File: config.mk
export PLATFORM = sky130hd
export DESIGN_NAME = thumb_instruction_legality_check
export DESIGN_NICKNAME = d
export VERILOG_FILES = /design/src/tilc_pkg.sv /design/src/tilc_check.sv /design/src/thumb_instruction_legality_check.sv
export SDC_FILE = /design/constraint.sdc
export NUM_CORES = 1
export LEC_CHECK = 0
export ABC_AREA = 1
export BUFFER_PORTS_ARGS = -buffer_cell sky130_fd_sc_hd__buf_2
export CORE_ASPECT_RATIO = 1.5
export CORE_MARGIN = 3
export CORE_UTILIZATION = 45
export CTS_CLUSTER_DIAMETER = 30
export DETAILED_ROUTE_END_ITERATION = 8
export PLACE_DENSITY = 0.6
export SLEW_MARGIN = 5
export SYNTH_ARGS = -nofsm -noshare
export SYNTH_HDL_FRONTEND = slang
export SYNTH_SLANG_ARGS = --single-unit
File: constraint.sdc
create_clock -name clk -period 4.9 [get_ports clk]
set_input_delay 0.98 -clock clk [delete_from_list [all_inputs] [get_ports clk]]
set_output_delay 0.98 -clock clk [all_outputs]
set_load 0.02 [all_outputs]
File: src/tilc_pkg.sv
package tilc_pkg;

  typedef enum logic [1:0] {
    VERDICT_EXECUTE    = 2'd0,
    VERDICT_UNDEFINED  = 2'd1,
    VERDICT_BREAKPOINT = 2'd2
  } verdict_t;

  function automatic logic spc(input logic [3:0] r);
    return (r == 4'd13) || (r == 4'd15);
  endfunction

  function automatic logic is_cmp_op(input logic [3:0] op);
    return (op == 4'd0) || (op == 4'd4) || (op == 4'd8) || (op == 4'd13);
  endfunction

  // any list bit below position idx
  function automatic logic lower_set(input logic [15:0] list, input logic [3:0] idx);
    logic [15:0] mask;
    mask = (16'd1 << idx) - 16'd1;
    return (idx != 4'd0) && ((list & mask) != 16'd0);
  endfunction

  function automatic logic is_mem_op(input logic [15:0] op);
    return op == 16'hf800 || op == 16'hf810 || op == 16'hf820 || op == 16'hf830 ||
           op == 16'hf840 || op == 16'hf850 || op == 16'hf880 || op == 16'hf890 ||
           op == 16'hf8a0 || op == 16'hf8b0 || op == 16'hf8c0 || op == 16'hf8d0 ||
           op == 16'hf910 || op == 16'hf930 || op == 16'hf990 || op == 16'hf9b0;
  endfunction

endpackage

File: src/tilc_check.sv
module tilc_check (
  input  logic [15:0]       a,
  input  logic [15:0]       b,
  input  logic              wide,
  input  logic [7:0]        it,
  output tilc_pkg::verdict_t verdict
);

  // narrow checks
  logic n_bkpt, n_badit, n_badcps, n_badregs, n_itforbid, n_wpc, n_stm_bad;
  logic [1:0] n_op;
  logic [3:0] n_rd;
  logic [2:0] n_rn;

  always_comb begin
    n_bkpt   = (a & 16'hff00) == 16'hbe00;
    n_badit  = (a & 16'hff00) == 16'hbf00 && a[3:0] != 4'd0 &&
               (a[7:4] >= 4'd14 || it != 8'd0);
    n_badcps = (a & 16'hffe0) == 16'hb660 && (a[3] || a[2:0] == 3'd0 || a[2]);
    n_rn      = a[10:8];
    n_stm_bad = (a & 16'hf000) == 16'hc000 &&
                (a[7:0] == 8'd0 ||
                 (!a[11] && a[{1'b0, n_rn}] &&
                  tilc_pkg::lower_set({8'd0, a[7:0]}, {1'b0, n_rn})));
    n_badregs = (((a & 16'hfe00) == 16'hb400 || (a & 16'hfe00) == 16'hbc00) &&
                 (a & 16'h01ff) == 16'd0) || n_stm_bad ||
                ((a & 16'hff00) == 16'h4700 && a[6:3] == 4'd15);
    n_itforbid = ((a & 16'hff00) == 16'hbf00 && a[3:0] != 4'd0) ||
                 (a & 16'hf500) == 16'hb100 || (a & 16'hffe0) == 16'hb660 ||
                 (a & 16'hff00) == 16'hdf00;
    n_op = a[9:8];
    n_rd = {a[7], a[2:0]};
    if ((a & 16'hfc00) == 16'h4400) begin
      n_wpc = n_op == 2'd3 || ((n_op == 2'd0 || n_op == 2'd2) && n_rd == 4'd15);
    end else if ((a & 16'hfe00) == 16'hbc00 && a[8]) begin
      n_wpc = 1'b1;
    end else begin
      n_wpc = (a & 16'hf000) == 16'hd000 || (a & 16'hf800) == 16'he000;
    end
  end

  // wide checks
  logic [15:0] op16;
  logic [3:0]  rn, rd8, rt12, rm;
  logic        s_bit;
  logic [3:0]  dpop;
  logic        b_dpimm, b_dpsh, b_plain, b_bf, b_md, b_dual, b_multi, b_excl;
  logic        b_mem, b_sys, b_wmov, w_wpc;
  logic [11:0] imm;
  logic [4:0]  lsb, wdt;
  logic [5:0]  bf_sum;
  logic        ins, p, u, w, l, word, indexed;
  logic [4:0]  pop;
  logic [3:0]  sysop;
  logic [15:0] m;

  always_comb begin
    op16  = a & 16'hfff0;
    rn    = a[3:0];
    rd8   = b[11:8];
    rt12  = b[15:12];
    rm    = b[3:0];
    s_bit = a[4];
    dpop  = a[8:5];
    m     = a & 16'hfbf0;

    imm = {a[10], b[14:12], b[7:0]};
    b_dpimm = (a & 16'hfa00) == 16'hf000 && !b[15] &&
              (((imm & 12'hc00) == 12'd0 && (imm & 12'h300) != 12'd0 && imm[7:0] == 8'd0) ||
               (rd8 == 4'd15 && (!s_bit || !tilc_pkg::is_cmp_op(dpop))) ||
               (rn == 4'd15 && !(dpop == 4'd2 || dpop == 4'd3)) || rd8 == 4'd13);

    b_dpsh = (a & 16'hfe00) == 16'hea00 && !b[15] &&
             (tilc_pkg::spc(rm) || rd8 == 4'd13 ||
              (rd8 == 4'd15 && (!s_bit || !tilc_pkg::is_cmp_op(dpop))) ||
              (tilc_pkg::spc(rn) && !(rn == 4'd15 && (dpop == 4'd2 || dpop == 4'd3))));

    if ((a & 16'hff80) == 16'hfa00 && (b & 16'hf0c0) == 16'hf000) begin
      b_plain = tilc_pkg::spc(rn) || tilc_pkg::spc(rd8) || tilc_pkg::spc(rm);
    end else if (((a & 16'hfff0) == 16'hfab0 && (b & 16'hf0f0) == 16'hf080) ||
                 ((a & 16'hfff0) == 16'hfa90 && (b & 16'hf0f0) == 16'hf0a0)) begin
      b_plain = tilc_pkg::spc(rn) || tilc_pkg::spc(rd8);
    end else if (((a & 16'hfbd0) == 16'hf300 || (a & 16'hfbd0) == 16'hf380) && !b[15]) begin
      b_plain = tilc_pkg::spc(rn) || tilc_pkg::spc(rd8);
    end else begin
      b_plain = 1'b0;
    end

    lsb    = {b[14:12], b[7:6]};
    wdt    = b[4:0];
    bf_sum = {1'b0, lsb} + {1'b0, wdt} + 6'd1;
    ins    = op16 == 16'hf360;
    if ((op16 == 16'hf360 || op16 == 16'hf340 || op16 == 16'hf3c0) && !b[15]) begin
      if (tilc_pkg::spc(rd8) || (!ins && tilc_pkg::spc(rn)) || (ins && rn == 4'd13))
        b_bf = 1'b1;
      else if (ins) b_bf = wdt < lsb;
      else b_bf = bf_sum > 6'd32;
    end else begin
      b_bf = 1'b0;
    end

    if ((op16 == 16'hfbb0 || op16 == 16'hfb90) && (b & 16'hf0f0) == 16'hf0f0) begin
      b_md = tilc_pkg::spc(rn) || tilc_pkg::spc(rd8) || tilc_pkg::spc(rm);
    end else if (op16 == 16'hfb00 && b[7:4] == 4'd0) begin
      b_md = tilc_pkg::spc(rn) || tilc_pkg::spc(rd8) || tilc_pkg::spc(rm) || rt12 == 4'd13;
    end else if ((op16 == 16'hfba0 || op16 == 16'hfb80 || op16 == 16'hfbe0 ||
                  op16 == 16'hfbc0) && b[7:4] == 4'd0) begin
      b_md = tilc_pkg::spc(rn) || tilc_pkg::spc(rt12) || tilc_pkg::spc(rd8) ||
             tilc_pkg::spc(rm) || rt12 == rd8;
    end else begin
      b_md = 1'b0;
    end

    p = a[8]; u = a[7]; w = a[5]; l = a[4];
    b_dual = (a & 16'hfe40) == 16'he840 && (p || w) &&
             (tilc_pkg::spc(rt12) || tilc_pkg::spc(rd8) || rt12 == rd8 ||
              (rn == 4'd15 && !(l && p && u && !w)) ||
              (w && (rn == rt12 || rn == rd8)));

    pop = 5'd0;
    for (int i = 0; i < 16; i++) pop = pop + {4'd0, b[i]};
    if ((a & 16'hffc0) == 16'he900 || (a & 16'hffd0) == 16'he880 ||
        (a & 16'hffd0) == 16'he890) begin
      if (rn == 4'd15 || b[13] || pop < 5'd2 || (!l && b[15]) || (l && b[15] && b[14]))
        b_multi = 1'b1;
      else if (!w || !b[rn]) b_multi = 1'b0;
      else b_multi = l || tilc_pkg::lower_set(b, rn);
    end else begin
      b_multi = 1'b0;
    end

    if (op16 == 16'he850 && b[11:8] == 4'hf) begin
      b_excl = tilc_pkg::spc(rn) || tilc_pkg::spc(rt12);
    end else if (op16 == 16'he840 && !b[11]) begin
      b_excl = tilc_pkg::spc(rn) || tilc_pkg::spc(rt12) || tilc_pkg::spc(rd8) ||
               rd8 == rn || rd8 == rt12;
    end else if (op16 == 16'he8d0 && (b & 16'h0f0f) == 16'h0f0f) begin
      b_excl = tilc_pkg::spc(rn) || tilc_pkg::spc(rt12);
    end else if (op16 == 16'he8c0 && b[11:8] == 4'hf) begin
      b_excl = tilc_pkg::spc(rn) || tilc_pkg::spc(rt12) || tilc_pkg::spc(rm) ||
               rm == rn || rm == rt12;
    end else begin
      b_excl = 1'b0;
    end

    word    = op16[6];
    indexed = op16 == 16'hf800 || op16 == 16'hf810 || op16 == 16'hf820 ||
              op16 == 16'hf830 || op16 == 16'hf840 || op16 == 16'hf850 ||
              op16 == 16'hf910 || op16 == 16'hf930;
    if (!tilc_pkg::is_mem_op(op16)) b_mem = 1'b0;
    else if (rt12 == 4'd13 || (!op16[4] && rt12 == 4'd15)) b_mem = 1'b1;
    else if (!indexed) b_mem = rn == 4'd15 && !op16[4];
    else if (rn == 4'd15) b_mem = 1'b1;
    else if ((b & 16'h0fc0) == 16'd0) b_mem = tilc_pkg::spc(rm) || (rt12 == 4'd15 && !word);
    else if (b[11:8] == 4'he) b_mem = tilc_pkg::spc(rt12);
    else if (!b[11]) b_mem = 1'b1;
    else b_mem = (!b[10] && !b[8]) || (b[8] && rn == rt12) || (rt12 == 4'd15 && !word);

    sysop = b[7:4];
    if (a == 16'hf3ef && b[15:12] == 4'h8) b_sys = tilc_pkg::spc(rd8);
    else if (op16 == 16'hf380 && b[15:8] == 8'h88) b_sys = tilc_pkg::spc(rn);
    else if (a == 16'hf3bf && (b & 16'hff0f) == 16'h8f0f)
      b_sys = sysop != 4'd2 && sysop != 4'd4 && sysop != 4'd5 && sysop != 4'd6;
    else b_sys = 1'b0;

    if (m == 16'hf240 || m == 16'hf2c0) b_wmov = tilc_pkg::spc(rd8);
    else if ((m == 16'hf200 || m == 16'hf2a0) && !b[15]) b_wmov = rd8 == 4'd15;
    else if (op16 == 16'he8d0 && (b & 16'hffe0) == 16'hf000) b_wmov = tilc_pkg::spc(rm);
    else b_wmov = 1'b0;

    if ((a & 16'hf800) == 16'hf000 && ((b & 16'hd000) == 16'hd000 ||
        (b & 16'hd000) == 16'h9000 || ((b & 16'hd000) == 16'h8000 && a[9:6] < 4'd14)))
      w_wpc = 1'b1;
    else if (op16 == 16'he8d0 && (b & 16'hffe0) == 16'hf000) w_wpc = 1'b1;
    else if (((a & 16'hffd0) == 16'he890 || ((a & 16'hffc0) == 16'he900 && a[4])) && b[15])
      w_wpc = 1'b1;
    else if (tilc_pkg::is_mem_op(op16) && op16[4] && rt12 == 4'd15) w_wpc = 1'b1;
    else if ((a & 16'hfa00) == 16'hf000 || (a & 16'hfe00) == 16'hea00)
      w_wpc = rd8 == 4'd15 && (!s_bit || !tilc_pkg::is_cmp_op(dpop));
    else if (m == 16'hf200 || m == 16'hf2a0 || m == 16'hf240 || m == 16'hf2c0)
      w_wpc = rd8 == 4'd15;
    else w_wpc = 1'b0;

    if (wide) begin
      if (b_dpimm || b_dpsh || b_plain || b_bf || b_md || b_dual || b_multi || b_excl ||
          b_mem || b_sys || b_wmov)
        verdict = tilc_pkg::VERDICT_UNDEFINED;
      else if (it != 8'd0 && it[2:0] != 3'd0 && w_wpc)
        verdict = tilc_pkg::VERDICT_UNDEFINED;
      else verdict = tilc_pkg::VERDICT_EXECUTE;
    end else begin
      if (n_bkpt) verdict = tilc_pkg::VERDICT_BREAKPOINT;
      else if (n_badit || n_badcps || n_badregs) verdict = tilc_pkg::VERDICT_UNDEFINED;
      else if (it == 8'd0) verdict = tilc_pkg::VERDICT_EXECUTE;
      else if (n_itforbid || (it[2:0] != 3'd0 && n_wpc))
        verdict = tilc_pkg::VERDICT_UNDEFINED;
      else verdict = tilc_pkg::VERDICT_EXECUTE;
    end
  end

endmodule

File: src/thumb_instruction_legality_check.sv
// out_valid follows a start transfer through the input and result registers.
// Throughput: one instruction per cycle; busy is always low.
// The check is a single combinational pass of masks, compares and a 16-bit popcount.
// Reset (rst_n low, synchronous) clears the valid flags; the receiver cannot stall.
module thumb_instruction_legality_check (
  input  logic        clk,
  input  logic        rst_n,
  input  logic        start,
  output logic        busy,
  input  logic [15:0] in_first_halfword,
  input  logic [15:0] in_second_halfword,
  input  logic        in_is_wide,
  input  logic [7:0]  in_cond_block_state,
  output logic        out_valid,
  output logic [1:0]  out_verdict
);

  logic        vld_r;
  logic [15:0] a_r, b_r;
  logic        wide_r;
  logic [7:0]  it_r;
  logic        out_valid_r;
  logic [1:0]  verdict_r;
  tilc_pkg::verdict_t verdict_nxt;

  tilc_check u_check (
    .a       (a_r),
    .b       (b_r),
    .wide    (wide_r),
    .it      (it_r),
    .verdict (verdict_nxt)
  );

  always_ff @(posedge clk) begin
    if (!rst_n) begin
      vld_r       <= 1'b0;
      out_valid_r <= 1'b0;
    end else begin
      vld_r       <= start;
      out_valid_r <= vld_r;
    end
    a_r       <= in_first_halfword;
    b_r       <= in_second_halfword;
    wide_r    <= in_is_wide;
    it_r      <= in_cond_block_state;
    verdict_r <= verdict_nxt;
  end

  assign busy        = 1'b0;
  assign out_valid   = out_valid_r;
  assign out_verdict = verdict_r;

endmodule
## Word level (Yosys, flattened, before mapping)

Index checks and enable logic that the tools add are counted.
W data, S select, Z words.

- Register bits: 45
- Input bits: 44
- Output and inout port bits: 4
- Word-level logic and storage cells: 392

- Add/sub/neg operators: 19
- $lt $le $gt $ge: 7
- Eq/ne operators: 102
- Shift operators: 2
- Muxes and demuxes: 48
- Bitwise gates (word level): 2
- Reductions and logical operators: 205

Operator list:

| operator | number |
|---|---|
| $eq A12 B12 Y1 const B | 34 |
| $logic_or A1 B1 Y1 | 106 |
| $eq A11 B11 Y1 const B | 8 |
| $eq A8 B8 Y1 const B | 9 |
| $add A5 B1 Y5 | 14 |
| $logic_and A1 B1 Y1 | 68 |
| $eq A4 B4 Y1 const B | 16 |
| $mux W1 | 41 |
| $eq A16 B16 Y1 const B | 2 |
| $logic_not A16 Y1 | 2 |
| $reduce_bool A16 Y1 | 2 |
| $sub A16 B1 Y16 const B | 2 |
| $eq A10 B10 Y1 const B | 3 |
| $eq A4 B4 Y1 | 7 |
| $logic_not A8 Y1 | 3 |
| $eq A7 B7 Y1 const B | 3 |
| $eq A6 B6 Y1 const B | 3 |
| $and A16 B16 Y16 | 1 |
| $and A8 B16 Y16 | 1 |
| $shl A1 B3 Y16 const A | 1 |
| $shl A1 B4 Y16 const A | 1 |
| $logic_not A1 Y1 | 14 |
| $logic_not A12 Y1 | 1 |
| $ne A4 B3 Y1 const B | 3 |
| 29 further kinds | 40 |

## Depth between registers and ports, before layout

Gate-level depths: netlist of the first run.

- Word-level depth: 28
- Mapped depth: 20

## Hierarchy

A second synthesis of the first run with hierarchy kept.

- Cell total of the unflattened synthesis: 683
- Area, all modules: 4,023.9 sq um

By module, submodules not included:

| module | instances | cells an instance | area an instance (sq um) | seq. area each (sq um) |
|---|---|---|---|---|
| tilc_check | 1 | 632 | 3,096.7 | 0.0 |
| thumb_instruction_legality_check | 1 | 51 | 927.1 | 900.9 |

## Worst setup path after synthesis of the first run

No wires, ideal clock.

- Path kind: flip-flop to flip-flop
- From: register b_r[1]
- To: register verdict_r[0] (netlist: out_verdict[0])
- Setup time: 0.109 ns
- Arrival: 4.226 ns
- Data required time: 4.791 ns
- Setup slack: 0.565 ns
- Cell stages (with the launch flop): 20
- Period minus slack after synthesis: 4.335 ns
- Cell sequence: dfxtp_1 -> inv_1 -> ha_1 -> inv_1 -> fa_1 -> fa_1 -> fa_1 -> fa_1 -> inv_1 -> ha_1 -> a21oi_1 -> fa_1 -> nand2_1 -> a211oi_1 -> nor4_1 -> nand2_1 -> nand2_1 -> nand3_1 -> nand2_1 -> inv_1

- Longest elaborated chain between the ends: 28

Ends and longest elaborated chain:

| item | line | source |
|---|---|---|
| from (decl) | thumb_instruction_legality_check.sv:19 | `logic [15:0] a_r, b_r;` |
| from (signal assigned) | thumb_instruction_legality_check.sv:43 | `b_r <= in_second_halfword;` |
| $add A1 B1 Y2 | tilc_check.sv:121 | `for (int i = 0; i < 16; i++) pop = pop + {4'd0, b[i]};` |
| $add A5 B1 Y5 (14 in series) | tilc_check.sv:121 |  |
| $lt A5 B2 Y1 | tilc_check.sv:124 | `if (rn == 4'd15 \|\| b[13] \|\| pop < 5'd2 \|\| (!l && b[15]) \|\| (l && b[15] && b[14]))` |
| $logic_or A1 B1 Y1 (3 in series) | tilc_check.sv:124 |  |
| $mux W1 | tilc_check.sv:124 |  |
| $mux W1 | tilc_check.sv:122 | `if ((a & 16'hffc0) == 16'he900 \|\| (a & 16'hffd0) == 16'he880 \|\|` |
| $logic_or A1 B1 Y1 (3 in series) | tilc_check.sv:185 | `if (b_dpimm \|\| b_dpsh \|\| b_plain \|\| b_bf \|\| b_md \|\| b_dual \|\| b_multi \|\| b_excl \|\|` |
| $logic_or A1 B1 Y1 | tilc_check.sv:186 | `b_mem \|\| b_sys \|\| b_wmov)` |
| $logic_or A1 B1 Y1 * | tilc_check.sv:186 |  |
| $mux W2 * | tilc_check.sv:185 |  |
| $mux W2 * | tilc_check.sv:184 | `if (wide) begin` |
| net u_check.verdict[0] | tilc_check.sv:6 | `output tilc_pkg::verdict_t verdict` |
| to (signal assigned) | thumb_instruction_legality_check.sv:46 | `verdict_r <= verdict_nxt;` |
| to (decl) | thumb_instruction_legality_check.sv:23 | `logic [1:0] verdict_r;` |

Mark *: on every way through the listed nets, which the timed path passes. The rest lies on a longest branch. The select of a mux whose other input is x is not followed.
A chain may end at the register's enable or synchronous reset.

## Final worst setup path of the first run

- From: register b_r[0]
- To: register verdict_r[0] (netlist: out_verdict[0])

The elaborated chain is that of the path after synthesis.

==> results.tsv, run 1 <==
stage	metric	value	unit
grt	grt ovf	0	
sta	Max Fclk	218	MHz
sta	Pins Over Slew Limit	0	
clock_tree	clk buf depth	2	
pwr	Cell Pwr Density	277	mW/mm²
final_layout	register area	902	µm²
worst_setup_path	critical path cell sequence	inv_1, ha_1, inv_1, fa_1, fa_1, fa_1, fa_1, inv_1, ha_1, a21oi_1, fa_1, nand2_1, a211oi_1, nor4_1, nand2_1, nand2_1, nand3_1, nand2_1, inv_1	
yosys	fraction of registers with async set/reset	0	%
sta	RSZ-0062 raised after global routing	false	
worst_setup_path	element type at the critical path start	flop	
final_layout	ant diodes	0	
pwr	Internal Pwr Total	0.000809	W
clock_tree	cts hold-fix bufs	0	
place	GPL Wtd Cong	1.04	
sta	final count of negative-setup-slack endpoints	0	
yosys	EDFF count, synth	0	
clock_tree	clk sinks	45	
clock_tree	TritonCTS clock tree	built	
die	Die ar.	0.00986	mm²
yosys	Syn Nets	709	
worst_setup_path	slowest cell on the critical path	fa_1	
clock_tree	clk slew on worst S/H paths	0.07	ns
routing	# DRC	0	
clock_tree	CTS buffer count	5	
final_layout	most frequent cells in the layout	nand2_1, inv_1, nor2_1	
pwr	switch share	33.4	%
sta	minimum clock period	4.58	ns
place	placed cell areas	0.00419	mm²
worst_setup_path	most repeated library cell on the critical path	fa_1	
run	Max Cap Viol	0	
grt	first-pass GRT wire length	24.3	mm
yosys	Synth warnings	0	
sta	Worst slew margin	53.9	%
grt	All-Layer GR Usage	33.9	%
final_layout	fillers	887	
yosys	Synth top area share	23.1	%
worst_setup_path	worst-path maximum fanout	7	
routing	Via-to-Cell Ratio	5.67	
pwr	Leakage Power	2.32	nW
place	IO Port Bufs	46	
yosys	simple-gate portion of the synthesized area	41.2	%
yosys	leading area contributor after synthesis	dfxtp_1	
yosys	Main synth FF type	dfxtp_1	
final_layout	post-route cell area	0.00438	mm²
worst_setup_path	Required @ worst endpoint	5.10	ns
sta	worst clock skew	0.00406	ns
routing	Top Metal Used	met4	
final_layout	final layout net count	748	
final_layout	layout cell share with drive strength beyond 1	11.0	%
yosys	Post-Synth Adder-Cell Area	12.2	%
yosys	largest family of logic cells by synthesized area	simple AND/OR/NAND/NOR gates	
clock_tree	worst skew pair latency	0.29	ns
yosys	mux contribution to synthesized area	0	%
outcome	status	finished, final reports clean	
pwr	sequential power share	35.0	%
routing	Vias	4423	
final_layout	most common cell after layout, fill and taps aside	nand2_1	
min_path	Hold Crit Class	reg -> reg	
die	Top Ports	48	
place	HPWL Detailed	12.3	mm
die	Die Y	120	µm
routing	WL final	15.6	mm
pwr	Max VDD drop	0.153	mV
yosys	cells after synthesis	633	
yosys	Seq/Total Area, Yosys	23.1	%
worst_setup_path	Worst path max stage delay	0.57	ns
final_layout	multi-input logic area	0.00256	mm²
worst_setup_path	Critical Path AT	4.78	ns
yosys	XOR/XNOR share of the synthesized area	2.69	%
grt	largest net degree at the start of global routing	16	
yosys	Compound-Gate Fraction of Synth Area	9.35	%
sta	final count of hold timing violations	0	
yosys	Avg Cell Area, Syn	6.17	µm²
sta	Worst-Margin Slew	0.687	ns
pwr	combinational power share	28.0	%
worst_setup_path	CP Class	reg -> reg	
routing	met2 wire length	7.43	mm
sta	fin crit share	93.4	%
yosys	Synth cell types	39	
routing	DR pass1 iterations	5	
worst_setup_path	Worst Path Buf+Inv	4	
worst_setup_path	crit-path leading delay family	adder cells	
die	initial core utilization	46.4	%
yosys	top cells by area, synth	dfxtp_1, nand2_1, inv_1, nor2_1, ha_1	
grt	vias in the first global route	4554	
grt	initial antenna violation count	0	
routing	antenna-violating nets left	0	
clock_tree	# H-tree levels	2	
worst_setup_path	Crit. End Element	flop	
pwr	net switching power	0.000406	W
yosys	#FFs+latches synth	45	
die	row cnt	41	
yosys	Post-Syn Area	0.00391	mm²
pwr	Clock Power Share	36.9	%
die	Die W	82.1	µm
final_layout	P&R area growth vs syn	12.1	%
clock_tree	CTS root buf	clkbuf_16	
routing	met3 WL	1.23	mm
sta	Setup TNS	0	ns
routing	Routed wire per std cell	20.0	µm
routing	initial DRC count	303	
routing	met1 WL	5.32	mm
die	placeable core area	0.00841	mm²
cell usage after synthesis, types with 2 or more instances:
master and n:
nor4_1 3, o211ai_1 4, buf_6 2, nor2_2 5
inv_2 6, nor3_1 16, clkbuf_1 2, ha_1 22
nor2_1 75, o21bai_1 3, inv_1 86, nand3_1 50
fa_1 10, o21ai_1 2, o22ai_1 5, nor3_2 2
a32o_1 2, buf_2 7, xor2_1 11, buf_4 4
a21oi_1 18, nand2_1 191, nor2_4 3, and2_1 2
dfxtp_1 45, o21ai_0 22, nand3b_1 2, nand4_1 22
flip-flops by register name (all words and copies together) (netlist names):
register     count
a_r             16
b_r             16
it_r             8
out_valid        1
out_verdict      2
vld_r            1
wide_r           1
routing by layer:
layer,track usage [%],vias to the layer above
li1,-,2101
met1,34.6,1985
met2,54.9,252
met3,8.71,85
met4,30.2,0
met5,0,-
stage by stage:
step | std cells | power (W) | util (%) | setup slack [ns] | hold WS (ns)
floorplan | 633 | 0.000660 | - | 0.565 | 0.390
global placement | 772 | 0.000748 | 49.8 | 0.429 | 0.404
detailed placement | 772 | 0.000765 | 49.8 | 0.264 | 0.406
CTS | 780 | 0.00121 | 52.1 | 0.260 | 0.422
global route | 780 | 0.00129 | 52.1 | 0.0608 | 0.458
finish | 780 | 0.00121 | 52.1 | 0.323 | 0.426
power by group through the flow:
| stage | combinational (W) | sequential (W) | clock (W) |
|---|---|---|---|
| CTS | 0.000334 | 0.000424 | 0.000455 |
| global placement | 0.000316 | 0.000433 | 0 |
| global route | 0.000390 | 0.000428 | 0.000468 |
| detailed placement | 0.000332 | 0.000433 | 0 |
| floorplan | 0.000251 | 0.000409 | 0 |
| finish | 0.000340 | 0.000426 | 0.000449 |
logic make-up (layout without fill, tap and decap cells):
family,count (synthesis),after routing
other,1,1
buffers and inverters,108,148
adder cells (fa/ha/maj),32,32
AO/OA/AOI/OAI,62,62
AND/OR/NAND/NOR,373,373
flip-flops,45,45
XOR/XNOR,12,12
worst reg2reg max path, stage by stage (launching register included):
cell and delay [ns]:
dfxtp_2 0.39, inv_1 0.12, ha_1 0.30, inv_1 0.07, fa_1 0.45, fa_1 0.57
fa_1 0.46, fa_1 0.50, inv_1 0.04, ha_1 0.26, a21oi_1 0.23, fa_1 0.46
nand2_1 0.09, a211oi_1 0.04, nor4_1 0.18, nand2_1 0.09, nand2_1 0.06, nand3_1 0.07
nand2_1 0.07, inv_1 0.04
final cells by class:
| cell class | count | share of cell area [%] |
|---|---|---|
| clock inverter | 3 | 1.57 |
| multi-input combinational | 480 | 58.5 |
| tap | 107 | 3.06 |
| sequential | 45 | 20.6 |
| inverter | 92 | 7.88 |
| timing repair buffer | 48 | 5.60 |
| clock buffer | 5 | 2.86 |
final timing paths:
check	cells past startpoint	endpoint	slack, ns	from
setup / recovery	19	out_verdict[0]$_DFF_P_	0.32	b_r[0]$_DFF_P_
setup reg to reg	19	out_verdict[0]$_DFF_P_	0.32	b_r[0]$_DFF_P_
hold / removal	2	out_valid$_SDFF_PN0_	0.43	vld_r$_SDFF_PN0_
hold reg to reg	2	out_valid$_SDFF_PN0_	0.43	vld_r$_SDFF_PN0_
what timing repair did:
action,CTS,global route
setup buffers,0,0
gates resized for setup,0,1
endpoints found under the setup margin,0,1
(Power assumes the default switching activity.)
==> run 2: changes to the inputs <==
BUFFER_PORTS_ARGS = -buffer_cell sky130_fd_sc_hd__buf_4   (was -buffer_cell sky130_fd_sc_hd__buf_2)
==> run 2 against run 1 <==
Against the previous run:
- utilization is 0.67 points higher
- worst setup slack gained 0.076 ns
- critical path depth stayed put
- worst hold slack about the same
- critical endpoint unchanged
- combinational power up 3%
- design area is 1.3% higher
- wire length fell by 1.1%
- clock-buffer cell count stayed put
- sequential share of layout area shrank 0.26 points
- via count up 2.7%
==> results.tsv, run 2 (synthesized netlist as in run 1, its figures left out) <==
stage	metric	value	unit	change
final_layout	post-route cell area	0.00444	mm²	was 0.00438 mm²
worst_setup_path	most repeated library cell on the critical path	fa_1		unchanged
clock_tree	CTS root buf	clkbuf_16		unchanged
final_layout	most common cell after layout, fill and taps aside	nand2_1		unchanged
clock_tree	clk buf depth	2		unchanged
sta	WHS	0.425	ns	was 0.426 ns
grt	met1 Use GR	32.2	%	was 34.6%
sta	minimum clock period	4.50	ns	was 4.58 ns
grt	largest net degree at the start of global routing	15		was 16
sta	Setup TNS	0	ns	unchanged
sta	Worst-Margin Slew	0.763	ns	was 0.687 ns
worst_setup_path	CP Class	reg -> reg		unchanged
run	Max Cap Viol	0		unchanged
grt	grt ovf	0		unchanged
final_layout	ant diodes	0		unchanged
worst_setup_path	FF-to-FF End	out_verdict[0]$_DFF_P_		unchanged
place	HPWL Detailed	12.0	mm	was 12.3 mm
die	placeable core area	0.00841	mm²	unchanged
clock_tree	Setup Buffers After CTS	0		unchanged
final_layout	Core Util, Final	52.8	%	was 52.1%
routing	Routed wire per std cell	19.8	µm	was 20.0 µm
die	Die Y	120	µm	unchanged
sta	fin crit share	91.8	%	was 93.4%
worst_setup_path	capture point of the worst path	out_verdict[0]$_DFF_P_		unchanged
worst_setup_path	CP startpoint	b_r[0]$_DFF_P_		unchanged
worst_setup_path	element type at the critical path start	flop		unchanged
routing	antenna-violating nets left	0		unchanged
clock_tree	TritonCTS clock tree	built		unchanged
die	Die ar.	0.00986	mm²	unchanged
worst_setup_path	worst-path maximum fanout	7		unchanged
grt	met3 GRT Util	9.23	%	was 8.71%
min_path	Hold Crit Class	reg -> reg		unchanged
pwr	Tot Pwr	0.00112	W	was 0.00121 W
routing	WL final	15.4	mm	was 15.6 mm
sta	RSZ-0062 raised after global routing	false		unchanged
sta	Pins Over Slew Limit	0		unchanged
die	initial core utilization	46.4	%	unchanged
final_layout	layout cell share with drive strength beyond 1	10.9	%	was 11.0%
routing	# DRC	0		unchanged
die	Die W	82.1	µm	unchanged
worst_setup_path	Required @ worst endpoint	5.11	ns	was 5.10 ns
clock_tree	# H-tree levels	2		unchanged
clock_tree	clk sinks	45		unchanged
place	GPL Wtd Cong	1.10		was 1.04
sta	final count of hold timing violations	0		unchanged
routing	DR pass1 iterations	6		was 5
worst_setup_path	flop-to-flop setup slack	0.40	ns	was 0.32 ns
grt	initial antenna violation count	0		unchanged
pwr	Leakage Power	2.33	nW	was 2.32 nW
grt	met2 Track Usage GR	53.7	%	was 54.9%
pwr	Max VDD drop	0.139	mV	was 0.153 mV
final_layout	final layout net count	747		was 748
worst_setup_path	R2R depth	19		unchanged
grt	gr busiest metal	met2		unchanged
place	IO Port Bufs	46		unchanged
final_layout	fillers	891		was 887
worst_setup_path	critical path cell sequence	inv_1, ha_1, inv_1, fa_1, fa_1, fa_1, fa_1, inv_1, ha_1, a21oi_1, fa_1, nand2_1, a211oi_1, nor4_1, nand2_1, nand2_1, nand3_1, nand2_1, inv_1		unchanged
final_layout	P&R area growth vs syn	13.6	%	was 12.1%
pwr	Cell Pwr Density	252	mW/mm²	was 277 mW/mm²
worst_setup_path	reg-to-reg startpoint	b_r[0]$_DFF_P_		unchanged
grt	vias in the first global route	4520		was 4,554
worst_setup_path	Critical Path AT	4.71	ns	was 4.78 ns
routing	Via-to-Cell Ratio	5.83		was 5.67
sta	final count of negative-setup-slack endpoints	0		unchanged
worst_setup_path	Crit. End Element	flop		unchanged
sta	worst clock skew	0.00418	ns	was 0.00406 ns
outcome	status	finished, final reports clean		unchanged
place	placed cell areas	0.00429	mm²	was 0.00419 mm²
final_layout	most frequent cells in the layout	nand2_1, inv_1, nor2_1		unchanged
clock_tree	clk slew on worst S/H paths	0.07	ns	about the same
clock_tree	CTS buffer count	5		unchanged
grt	All-Layer GR Usage	33.0	%	was 33.9%
sta	Max Fclk	222	MHz	was 218 MHz
die	row cnt	41		unchanged
routing	Vias	4541		was 4,423
sta	Worst slew margin	48.6	%	was 53.9%
grt	first-pass GRT wire length	23.6	mm	was 24.3 mm
die	Top Ports	48		unchanged
worst_setup_path	slowest cell on the critical path	fa_1		unchanged
routing	initial DRC count	453		was 303
final_layout	top flop regs	a_r (16), b_r (16), it_r (8)		unchanged
clock_tree	worst skew pair latency	0.31	ns	was 0.29 ns
worst_setup_path	Worst path max stage delay	0.54	ns	was 0.57 ns
## run 2: metrics by stage
stage	instances	setup slack, ns
3_5_place_dp	771	0.328
3_3_place_gp	771	0.458
6_report	779	0.399
2_1_floorplan	633	0.565
4_1_cts	779	0.315
5_1_grt	779	0.102
## run 2: cell type report
| class | instances | area (µm²) | share of cell area (%) |
|---|---|---|---|
| sequential | 45 | 902 | 20.3 |
| tap | 107 | 134 | 3.02 |
| inverter | 92 | 345 | 7.78 |
| multi-input combinational | 480 | 2560 | 57.7 |
| timing repair buffer | 47 | 353 | 7.95 |
| clock buffer | 5 | 125 | 2.82 |
| clock inverter | 3 | 17.5 | 0.395 |
## run 2: timing repair
action                                  CTS  global route
hold buffers                              0             0
resized for setup                         0             1
hold endpoints to repair                  0             0
endpoints found under the setup margin    0             1
## run 2: where the power goes
part / total (W) / switching (W) / leakage, nW / internal, W
sequential: 0.000427 / 0.0000416 / 0.379 / 0.000386
clock: 0.000343 / 0.000156 / 0.0696 / 0.000187
combinational: 0.000350 / 0.000211 / 1.88 / 0.000138
total: 0.00112 / 0.000409 / 2.33 / 0.000711
## run 2: worst max-delay path: cells and delay by family, from the launching register on
family / cells / cell delay (ns)
AND/OR/NAND/NOR: 6 / 0.52
adder cells (fa/ha/maj): 7 / 2.95
buffers and inverters: 4 / 0.26
flip-flops: 1 / 0.39
AO/OA/AOI/OAI: 2 / 0.28
## run 2: worst min path at each step
stage,startpoint,end,slack (ns),cells after the start
final,vld_r$_SDFF_PN0_,out_valid$_SDFF_PN0_,0.43,2
after global routing,vld_r$_SDFF_PN0_,out_valid$_SDFF_PN0_,0.45,2
after CTS,vld_r$_SDFF_PN0_,out_valid$_SDFF_PN0_,0.43,2
after detailed placement,vld_r$_SDFF_PN0_,out_valid$_SDFF_PN0_,0.41,2
after global placement,vld_r$_SDFF_PN0_,out_valid$_SDFF_PN0_,0.41,2
after floorplan,vld_r$_SDFF_PN0_,out_valid$_SDFF_PN0_,0.39,2
## run 2: layer usage
| metal | vias up | wire (µm) |
|---|---|---|
| met1 | 2050 | 5150 |
| met3 | 117 | 1310 |
| li1 | 2101 | - |
| met2 | 273 | 7270 |
| met5 | - | 0 |
| met4 | 0 | 1700 |
==> run 3: changes to the inputs <==
SYNTH_HIERARCHICAL = 1   (was not set)
==> run 3 against run 2 <==
Against the previous run:
- sequential share of layout area decreased by 0.65 points
- worst setup slack got worse by 0.10 ns
- global-route usage fell by 1.8 points
- clock power is 1% higher
- area after synthesis rose by 3.0%
- critical path depth is 3 lower
- largest cell class unchanged
==> results.tsv, run 3 <==
stage	metric	value	unit	change
outcome	status	finished, final reports clean		unchanged
grt	grt ovf	0		unchanged
grt	vias in the first global route	4782		was 4,520
sta	minimum clock period	4.60	ns	was 4.50 ns
pwr	Internal Pwr Total	0.000727	W	was 0.000711 W
worst_setup_path	R2R depth	16		was 19
sta	fin crit share	93.9	%	was 91.8%
min_path	WHS Path Cells	2		unchanged
pwr	Max VDD drop	0.164	mV	was 0.139 mV
grt	largest net degree at the start of global routing	17		was 15
pwr	net switching power	0.000427	W	was 0.000409 W
clock_tree	clk sinks	45		unchanged
min_path	Hold Crit Class	reg -> reg		unchanged
routing	Via-to-Cell Ratio	5.79		was 5.83
pwr	Clock Power Share	30.2	%	was 30.6%
routing	DR pass1 iterations	7		was 6
place	HPWL Detailed	12.7	mm	was 12.0 mm
yosys	Synth cell types	36		was 39
grt	first-pass GRT wire length	24.4	mm	was 23.6 mm
worst_setup_path	FF-to-FF End	out_verdict[0]$_DFF_P_		unchanged
run	Max Cap Viol	0		unchanged
worst_setup_path	Required @ worst endpoint	5.15	ns	was 5.11 ns
clock_tree	Setup Buffers After CTS	0		unchanged
routing	antenna-violating nets left	0		unchanged
die	Die ar.	0.0101	mm²	was 0.00986 mm²
place	pre-CTS setup slack	0.372	ns	was 0.328 ns
grt	All-Layer GR Usage	31.2	%	was 33.0%
min_path	Hold Path End	out_valid$_SDFF_PN0_		unchanged
place	placed cell areas	0.00443	mm²	was 0.00429 mm²
clock_tree	clk buf depth	2		unchanged
routing	initial DRC count	375		was 453
die	Top Ports	48		unchanged
worst_setup_path	reg-to-reg startpoint	b_r[1]$_DFF_P_		was b_r[0]$_DFF_P_
yosys	leading area contributor after synthesis	dfxtp_1		unchanged
place	cell count after placement	822		was 771
place	IO Port Bufs	46		unchanged
clock_tree	# H-tree levels	2		unchanged
yosys	Post-Synth Adder-Cell Area	11.4	%	was 12.2%
yosys	mux contribution to synthesized area	0	%	unchanged
clock_tree	TritonCTS clock tree	built		unchanged
yosys	Syn Nets	757		was 709
sta	Worst slew margin	52.7	%	was 48.6%
final_layout	final layout net count	796		was 747
grt	initial antenna violation count	0		unchanged
sta	Max Fclk	217	MHz	was 222 MHz
final_layout	P&R area growth vs syn	13.8	%	was 13.6%
place	GPL Wtd Cong	1.07		was 1.10
routing	WL final	16.0	mm	was 15.4 mm
die	Die W	83.2	µm	was 82.1 µm
final_layout	most common cell after layout, fill and taps aside	nand2_1		unchanged
clock_tree	worst skew pair latency	0.29	ns	was 0.31 ns
sta	RSZ-0062 raised after global routing	false		unchanged
worst_setup_path	CP Class	reg -> reg		unchanged
die	placeable core area	0.00857	mm²	was 0.00841 mm²
pwr	combinational power share	32.7	%	was 31.2%
worst_setup_path	flop-to-flop setup slack	0.30	ns	was 0.40 ns
yosys	Seq/Total Area, Yosys	22.4	%	was 23.1%
pwr	Leakage Power	2.36	nW	was 2.33 nW
pwr	sequential power share	37.1	%	was 38.1%
clock_tree	CTS root buf	clkbuf_16		unchanged
yosys	Avg Cell Area, Syn	5.89	µm²	was 6.17 µm²
clock_tree	clk slew on worst S/H paths	0.07	ns	about the same
sta	final count of hold timing violations	0		unchanged
yosys	Main synth FF type	dfxtp_1		unchanged
final_layout	layout cell share with drive strength beyond 1	11.8	%	was 10.9%
sta	WHS	0.419	ns	was 0.425 ns
worst_setup_path	worst-path maximum fanout	9		was 7
routing	Routed wire per std cell	19.3	µm	was 19.8 µm
die	initial core utilization	47.0	%	was 46.4%
yosys	Post-Syn Area	0.00402	mm²	was 0.00391 mm²
worst_setup_path	Critical Path AT	4.85	ns	was 4.71 ns
pwr	Cell Pwr Density	252	mW/mm²	about the same
yosys	XOR/XNOR share of the synthesized area	1.31	%	was 2.69%
die	Die Y	122	µm	was 120 µm
yosys	#FFs+latches synth	45		unchanged
final_layout	most frequent cells in the layout	nand2_1, nor2_1, inv_1		was nand2_1, inv_1, nor2_1
yosys	Synth top area share	22.4	%	was 23.1%
routing	Vias	4803		was 4,541
sta	final count of negative-setup-slack endpoints	0		unchanged
yosys	Synth warnings	6		was 0
clock_tree	CTS buffer count	5		unchanged
yosys	largest family of logic cells by synthesized area	simple AND/OR/NAND/NOR gates		unchanged
clock_tree	CTS-repair resized insts	0		unchanged
worst_setup_path	Crit. End Element	flop		unchanged
sta	Pins Over Slew Limit	0		unchanged
yosys	top-count cell post-synth	nand2_1		unchanged
sta	setup ws final	0.300	ns	was 0.399 ns
worst_setup_path	element type at the critical path start	flop		unchanged
yosys	top post-synthesis cells by count	nand2_1, nor2_1, inv_1		was nand2_1, inv_1, nor2_1
sta	worst clock skew	0.00793	ns	was 0.00418 ns
final_layout	post-route cell area	0.00458	mm²	was 0.00444 mm²
final_layout	top flop regs	a_r (16), b_r (16), it_r (8)		unchanged
yosys	simple-gate portion of the synthesized area	44.1	%	was 41.2%
sta	Setup TNS	0	ns	unchanged
min_path	HP Start	vld_r$_SDFF_PN0_		unchanged
final_layout	ant diodes	0		unchanged
yosys	top cells by area, synth	dfxtp_1, nand2_1, nor2_1, nand3_1, inv_1		was dfxtp_1, nand2_1, inv_1, nor2_1, ha_1
final_layout	final cell count without fillers	830		was 779
pwr	switch share	37.0	%	was 36.5%
yosys	cells after synthesis	683		was 633
sta	Worst-Margin Slew	0.709	ns	was 0.763 ns
routing	# DRC	0		unchanged
yosys	EDFF count, synth	0		unchanged
clock_tree	cts hold-fix bufs	0		unchanged
die	row cnt	41		unchanged
yosys	Compound-Gate Fraction of Synth Area	9.58	%	was 9.35%
yosys	fraction of registers with async set/reset	0	%	unchanged
[run 3: changes by cell type after synthesis, moves of 8 or more]
| cell | delta |
|---|---|
| nor2_1 | +21 |
| inv_2 | +9 |
| o21ai_0 | -8 |
| nand3_1 | +11 |
| a21oi_1 | +9 |
| inv_1 | -12 |
| nand2_1 | +29 |
[run 3: power groups by stage]
stage / Combinational (W) / Sequential (W) / Clock, W
detailed placement: 0.000363 / 0.000436 / 0
finish: 0.000377 / 0.000428 / 0.000348
floorplan: 0.000262 / 0.000408 / 0
CTS: 0.000365 / 0.000427 / 0.000354
global route: 0.000413 / 0.000431 / 0.000365
global placement: 0.000349 / 0.000435 / 0
[run 3: cell families (layout without fill, tap and decap cells)]
kind of cell	Yosys count	in the layout
xor gates and xnor gates	6	6
buffers and inverters	110	150
AOI/OAI and AO/OA	67	67
and+or+nand+nor	424	424
adders and majority gates	30	30
other	1	1
DFF	45	45
[run 3: how the worst max path moves through the flow]
stage	start	endpoint	cells after the start
5_1_grt	b_r[1]$_DFF_P_	out_verdict[0]$_DFF_P_	16
4_1_cts	b_r[1]$_DFF_P_	out_verdict[0]$_DFF_P_	16
2_1_floorplan	b_r[1]$_DFF_P_	out_verdict[0]$_DFF_P_	16
6_report	b_r[1]$_DFF_P_	out_verdict[0]$_DFF_P_	16
3_3_place_gp	b_r[1]$_DFF_P_	out_verdict[0]$_DFF_P_	16
3_5_place_dp	b_r[1]$_DFF_P_	out_verdict[0]$_DFF_P_	16
[run 3: layer usage]
layer  vias to the layer above  wire, µm  track usage [%]  part of all wire, %
met1                      2163      5580             32.2                   35
met3                        81      1080             4.74                  6.7
met4                         0      1330             27.4                  8.3
li1                       2254         -                -                    -
met5                         -         0                0                    0
met2                       305      8020             54.7                   50
[run 3: area by class of cell]
class,instances,area (µm²)
fillers,902,3990
well taps,107,134
clock buffers,5,125
inverters,92,347
flip-flops and latches,45,901
multi-input cells,528,2670
clock inverters,3,25.0
repair buffers,50,375
[run 3: per-stage QoR]
step	power, W	util, %
finish	0.00115	53.5
global route	0.00121	53.5
CTS	0.00115	53.5
detailed placement	0.000798	51.7
global placement	0.000783	51.7
floorplan	0.000670	-
[run 3: worst max-delay path, cell delays in order, from the launching register on]
cell,delay [ns]
dfxtp_1,0.55
inv_1,0.20
fa_1,0.59
fa_1,0.45
fa_1,0.55
fa_1,0.41
inv_1,0.09
nand2_1,0.07
fa_1,0.51
or3b_2,0.45
a211oi_1,0.25
nor4_1,0.12
nand2_1,0.10
nand2_1,0.05
nand3_1,0.07
nand2_1,0.05
inv_1,0.04
